$ cat src/hw/rtl/ptue_pkg.sv
// Shared types, codes and saturating arithmetic of the particle table update engine.
package ptue_pkg;

	// Operation codes carried by the func field.
	localparam logic [1:0] FUNC_SPAWN = 2'd0;
	localparam logic [1:0] FUNC_TICK  = 2'd1;
	localparam logic [1:0] FUNC_DRAW  = 2'd2;

	// Register index and reset value of the gravity register.
	localparam logic REG_GRAVITY = 1'b0;
	localparam logic signed [31:0] GRAV_RESET = -32'sd642253;

	localparam logic signed [31:0] Q_MAX = 32'sh7fffffff;
	localparam logic signed [31:0] Q_MIN = 32'sh80000000;

	// Stored state of one particle, all Q16.16.
	typedef struct packed {
		logic signed [31:0] pos_x;
		logic signed [31:0] pos_y;
		logic signed [31:0] pos_z;
		logic signed [31:0] vel_x;
		logic signed [31:0] vel_y;
		logic signed [31:0] vel_z;
		logic signed [31:0] part_size;
		logic signed [31:0] life_limit;
		logic signed [31:0] elapsed;
	} part_t;

	// Saturating a + b or a - b on signed 32-bit values.
	function automatic logic signed [31:0] sat_addsub(input logic signed [31:0] a,
			input logic signed [31:0] b, input logic sub);
		logic signed [33:0] ea;
		logic signed [33:0] eb;
		logic signed [33:0] s;
		ea = $signed({{2{a[31]}}, a});
		eb = $signed({{2{b[31]}}, b});
		s = sub ? (ea - eb) : (ea + eb);
		if (s > $signed({{2{1'b0}}, Q_MAX})) begin
			sat_addsub = Q_MAX;
		end else if (s < $signed({{2{1'b1}}, Q_MIN})) begin
			sat_addsub = Q_MIN;
		end else begin
			sat_addsub = s[31:0];
		end
	endfunction

endpackage

$ cat src/hw/rtl/ptue_mulq.sv
// Shared Q16.16 multiplier: registered full product, then floor by 2^16 and saturation.
module ptue_mulq (
	input  logic               clk,
	input  logic signed [31:0] op_a,
	input  logic signed [31:0] op_b,
	output logic signed [31:0] q
);

	logic signed [63:0] prod_s1;

	// Full-width product, registered before the scaling step.
	always_ff @(posedge clk) begin
		prod_s1 <= op_a * op_b;
	end

	// Arithmetic shift floors; saturate when the upper bits are not a sign extension.
	always_comb begin
		if (prod_s1[63:47] == {17{1'b0}} || prod_s1[63:47] == {17{1'b1}}) begin
			q = prod_s1[47:16];
		end else if (prod_s1[63]) begin
			q = ptue_pkg::Q_MIN;
		end else begin
			q = ptue_pkg::Q_MAX;
		end
	end

endmodule

$ cat config.mk
export PLATFORM = sky130hd
export DESIGN_NAME = ptue_mulq
export DESIGN_NICKNAME = d
export VERILOG_FILES = /design/src/hw/rtl/ptue_pkg.sv /design/src/hw/rtl/ptue_mulq.sv
export SDC_FILE = /design/constraint.sdc
export NUM_CORES = 2
export LEC_CHECK = 0
export BUFFER_PORTS_ARGS = -buffer_cell sky130_fd_sc_hd__buf_2
export CAP_MARGIN = 20
export CELL_PAD_IN_SITES_DETAIL_PLACEMENT = 0
export CELL_PAD_IN_SITES_GLOBAL_PLACEMENT = 1
export CORE_MARGIN = 1.5
export CORE_UTILIZATION = 45
export DETAILED_ROUTE_END_ITERATION = 8
export PLACE_DENSITY = 0.71
export SYNTH_ARGS = -nofsm -noshare
export SYNTH_HDL_FRONTEND = slang
export SYNTH_SLANG_ARGS = --single-unit
export TNS_END_PERCENT = 10
$ cat constraint.sdc
create_clock -name clk -period 10.04 [get_ports clk]
set_clock_uncertainty 0.2 [all_clocks]
set_input_delay 0 -clock clk [delete_from_list [all_inputs] [get_ports clk]]
set_output_delay 0 -clock clk [all_outputs]
set_load 0.005 [all_outputs]
==> impl_results.md <==
- Post-synthesis cell area: 36900 sq um
- Antenna violations before repair: 8
- Crit Path Category: in2reg
- Min-Delay Startpoint: prod_s1[27]
- Endpoint, Worst Hold: q[11]
- Count of pins on the block boundary: 97
- Post-synthesis cell type with the largest combined area: sky130_fd_sc_hd__fa_1
- Syn_nets: 5212
- Synth top area cells: sky130_fd_sc_hd__fa_1 (59%), sky130_fd_sc_hd__inv_1 (10%), sky130_fd_sc_hd__and2_1 (8.7%)
- Vias after detailed routing: roughly 25000
- Die area: 83700 sq um
- Average footprint of a synthesized cell: 9.49 sq um
- Relative slew slack: 0.268
- Slew Viols, Final: 0
- Kind of path behind the tightest hold check: reg2out
- Maximum capacitance violations: 0
- CTS tree: built
- Max FFs per register: 48
- Layout cell share with drive strength beyond 1: 0.0434
- Total of flip-flops plus latches after synthesis: 48
- Effective utilization at floorplan: 0.457
- Count of H-tree levels built during CTS: 2
- Post-route antenna net violation count: 0
- Cell Rows: 104
- Worst Tran Pin Value: 1.10 ns
- Syn-to-layout area delta: 4.11%
- Wire length of the first global-routing pass: 170 mm
- Final RePlAce weighted congestion: ~0.89
- Final #Nets: 5147
- Count of unique library cells instantiated by Yosys: 64
- Global-route usage over all layers: 0.274
- Setup TNS: 0 ns
- Number of enable-type register cells in the synthesized netlist: 0
- Number of cells upsized or downsized after cts: 0
- Max Root-Sink Buffers: 2
- Flip-flop cell with the highest count after synthesis: sky130_fd_sc_hd__dfxtp_1
- Overflow left after global routing: 0
- Hold Fails Final Rpt: 0
- Largest net degree at the start of global routing: 33
- Number of remaining DRC errors: 0
- Sequential share of the synthesized area: 0.0260
- I/O Buffers: 96
- Root buf cell: sky130_fd_sc_hd__clkbuf_16
- Final-report setup violation count: 0
- Biggest regs: prod_s1 (48)
- Clock transition at the registers of the reported paths: roughly 0.08 ns
- Vias per cell: 5.17
- Post-Syn Instances: approximately 3900
- Final design instance area without fill: slightly below 40000 sq um
- Minimum period implied by the final worst setup slack: about 8.3 ns
- Die Y-Extent: 289 um
- CTS Buf Count: 5
- Area post-placement: 38200 sq um
- DR WL/cell: 21.8 um
- Number of DRC markers in iteration 0: 1256
- Maximum fanout encountered on the critical timing path: 17
- Status: finished clean
- Die Wd: ~290 um
- Post-route fraction of the period consumed by the critical path: 0.824
- Arrival time of the worst setup path: around 8.4 ns
- Share of flip-flops with an asynchronous set or reset after synthesis: 0
- Utilization of the core after routing: 0.475
- Type of destination of the critical path: flip-flop
- Unrepaired setup endpoints after global routing: no
- Max Clock Freq: 121 MHz
- Setup Fix Bufs, Post-CTS: 0
- Biggest register: prod_s1
- Leading post-synthesis cells by instance count: sky130_fd_sc_hd__fa_1 (1081), sky130_fd_sc_hd__inv_1 (987), sky130_fd_sc_hd__and2_1 (514)
- Top-count cell post-synth: sky130_fd_sc_hd__fa_1
- Worst path required time: 10.11 ns
- Sum of net half-perimeters after detailed placement: 85.6 mm
- Vias in the first global route: between 20000 and 30000
- Number of buffers added to fix hold violations after cts: 0
- Total clock sinks: 48
- Number of fill cells: roughly 7900
- Worst setup SP type: input port
- Number of iterations in the first detailed-routing pass: 5
- Total Routed Length: between 100 and 150 mm
- Synth top area share: 0.587
- Area inside the core boundary: 80800 sq um
- Hold Crit Depth: 3
- YS warnings: 0
## cells in the final DEF (no fill, tap or decap), types with 2 or more instances in the layout
cell and instances:
sky130_fd_sc_hd__a211o_1 2, sky130_fd_sc_hd__a211oi_1 4, sky130_fd_sc_hd__a211oi_2 3, sky130_fd_sc_hd__a21o_1 40
sky130_fd_sc_hd__a21o_2 3, sky130_fd_sc_hd__a21oi_1 44, sky130_fd_sc_hd__a21oi_2 3, sky130_fd_sc_hd__a31oi_1 5
sky130_fd_sc_hd__and2_1 514, sky130_fd_sc_hd__and3_1 4, sky130_fd_sc_hd__buf_2 96, sky130_fd_sc_hd__buf_4 36
sky130_fd_sc_hd__clkbuf_16 5, sky130_fd_sc_hd__dfxtp_1 48, sky130_fd_sc_hd__diode_2 2, sky130_fd_sc_hd__fa_1 1081
sky130_fd_sc_hd__ha_1 180, sky130_fd_sc_hd__inv_1 987, sky130_fd_sc_hd__nand2_1 504, sky130_fd_sc_hd__nand2b_1 10
sky130_fd_sc_hd__nand3_1 5, sky130_fd_sc_hd__nand4_1 16, sky130_fd_sc_hd__nor2_1 43, sky130_fd_sc_hd__nor2b_1 3
sky130_fd_sc_hd__nor3_1 12, sky130_fd_sc_hd__nor4_1 6, sky130_fd_sc_hd__o211ai_1 3, sky130_fd_sc_hd__o21a_1 7
sky130_fd_sc_hd__o21ai_0 46, sky130_fd_sc_hd__o21ai_1 7, sky130_fd_sc_hd__o21ai_2 2, sky130_fd_sc_hd__o21bai_1 6
sky130_fd_sc_hd__xnor2_1 38, sky130_fd_sc_hd__xor2_1 24
## how the worst max path moves through the flow
stage                        start  cells past startpoint     endpoint  slack, ns
after floorplan            op_b[2]                     23  prod_s1[62]       2.74
after global placement    op_a[31]                     27  prod_s1[62]       1.42
after detailed placement  op_a[31]                     27  prod_s1[62]       1.42
after CTS                 op_a[31]                     27  prod_s1[62]       1.73
after global routing      op_a[31]                     27  prod_s1[62]       1.20
final                     op_a[31]                     27  prod_s1[62]       1.77
## worst max-delay path, cell delays in order
cell and delay (ns):
sky130_fd_sc_hd__buf_2 0.41, sky130_fd_sc_hd__nand2_1 0.23, sky130_fd_sc_hd__inv_1 0.13, sky130_fd_sc_hd__fa_1 0.40, sky130_fd_sc_hd__inv_1 0.30, sky130_fd_sc_hd__fa_1 0.49, sky130_fd_sc_hd__inv_1 0.24, sky130_fd_sc_hd__fa_1 0.52
sky130_fd_sc_hd__fa_1 0.84, sky130_fd_sc_hd__inv_1 0.38, sky130_fd_sc_hd__fa_1 0.58, sky130_fd_sc_hd__inv_1 0.06, sky130_fd_sc_hd__fa_1 0.55, sky130_fd_sc_hd__inv_1 0.05, sky130_fd_sc_hd__fa_1 0.46, sky130_fd_sc_hd__fa_1 0.52
sky130_fd_sc_hd__inv_1 0.04, sky130_fd_sc_hd__ha_1 0.45, sky130_fd_sc_hd__o21ai_0 0.13, sky130_fd_sc_hd__o21ai_0 0.23, sky130_fd_sc_hd__a31oi_1 0.14, sky130_fd_sc_hd__nand2b_1 0.18, sky130_fd_sc_hd__a21oi_1 0.18, sky130_fd_sc_hd__o2bb2ai_1 0.22
sky130_fd_sc_hd__nor3_2 0.13, sky130_fd_sc_hd__o31ai_1 0.29, sky130_fd_sc_hd__xor2_1 0.16
## kinds of logic (layout without fill, tap and decap cells)
kind of cell,after synthesis,count (layout),synth area share
xor+xnor,62,62,0.0147
flops,48,48,0.0260
other cells,0,2,0
simple gates,1129,1129,0.155
fa+ha+maj,1261,1261,0.648
buf+inv,1192,1128,0.122
mux,1,1,0.000271
compound gates,193,193,0.0347
## final cells by class
class	instances	area [sq um]	area share
clock inverters	2	38.8	0.00101
multi-input cells	2646	31500	0.819
flip-flops and latches	48	961	0.0250
repair buffers	133	771	0.0201
diodes	2	5.00	0.000130
well taps	1060	1330	0.0345
clock buffers	6	139	0.00362
inverters	987	3700	0.0965
## routing by layer
layer,vias up,part of all wire,wire (um),track usage
met5,-,0.00038,41,0
met4,6,0.052,5570,0.123
met3,228,0.050,5350,0.0339
met2,674,0.50,53600,0.472
met1,13500,0.39,42100,0.345
li1,10900,-,-,-
## through the flow
step | setup WS, ns | std cells | hold slack [ns]
final | 1.77 | 4884 | 0.661
after global routing | 1.20 | 4883 | 0.714
after CTS | 1.73 | 4882 | 0.685
after detailed placement | 1.42 | 4874 | 0.304
after global placement | 1.42 | 4873 | 0.296
after floorplan | 2.74 | 3886 | 0.196
Power is not shown: default switching activity piles up to over one toggle a cycle in this logic, so the estimate is an artifact.
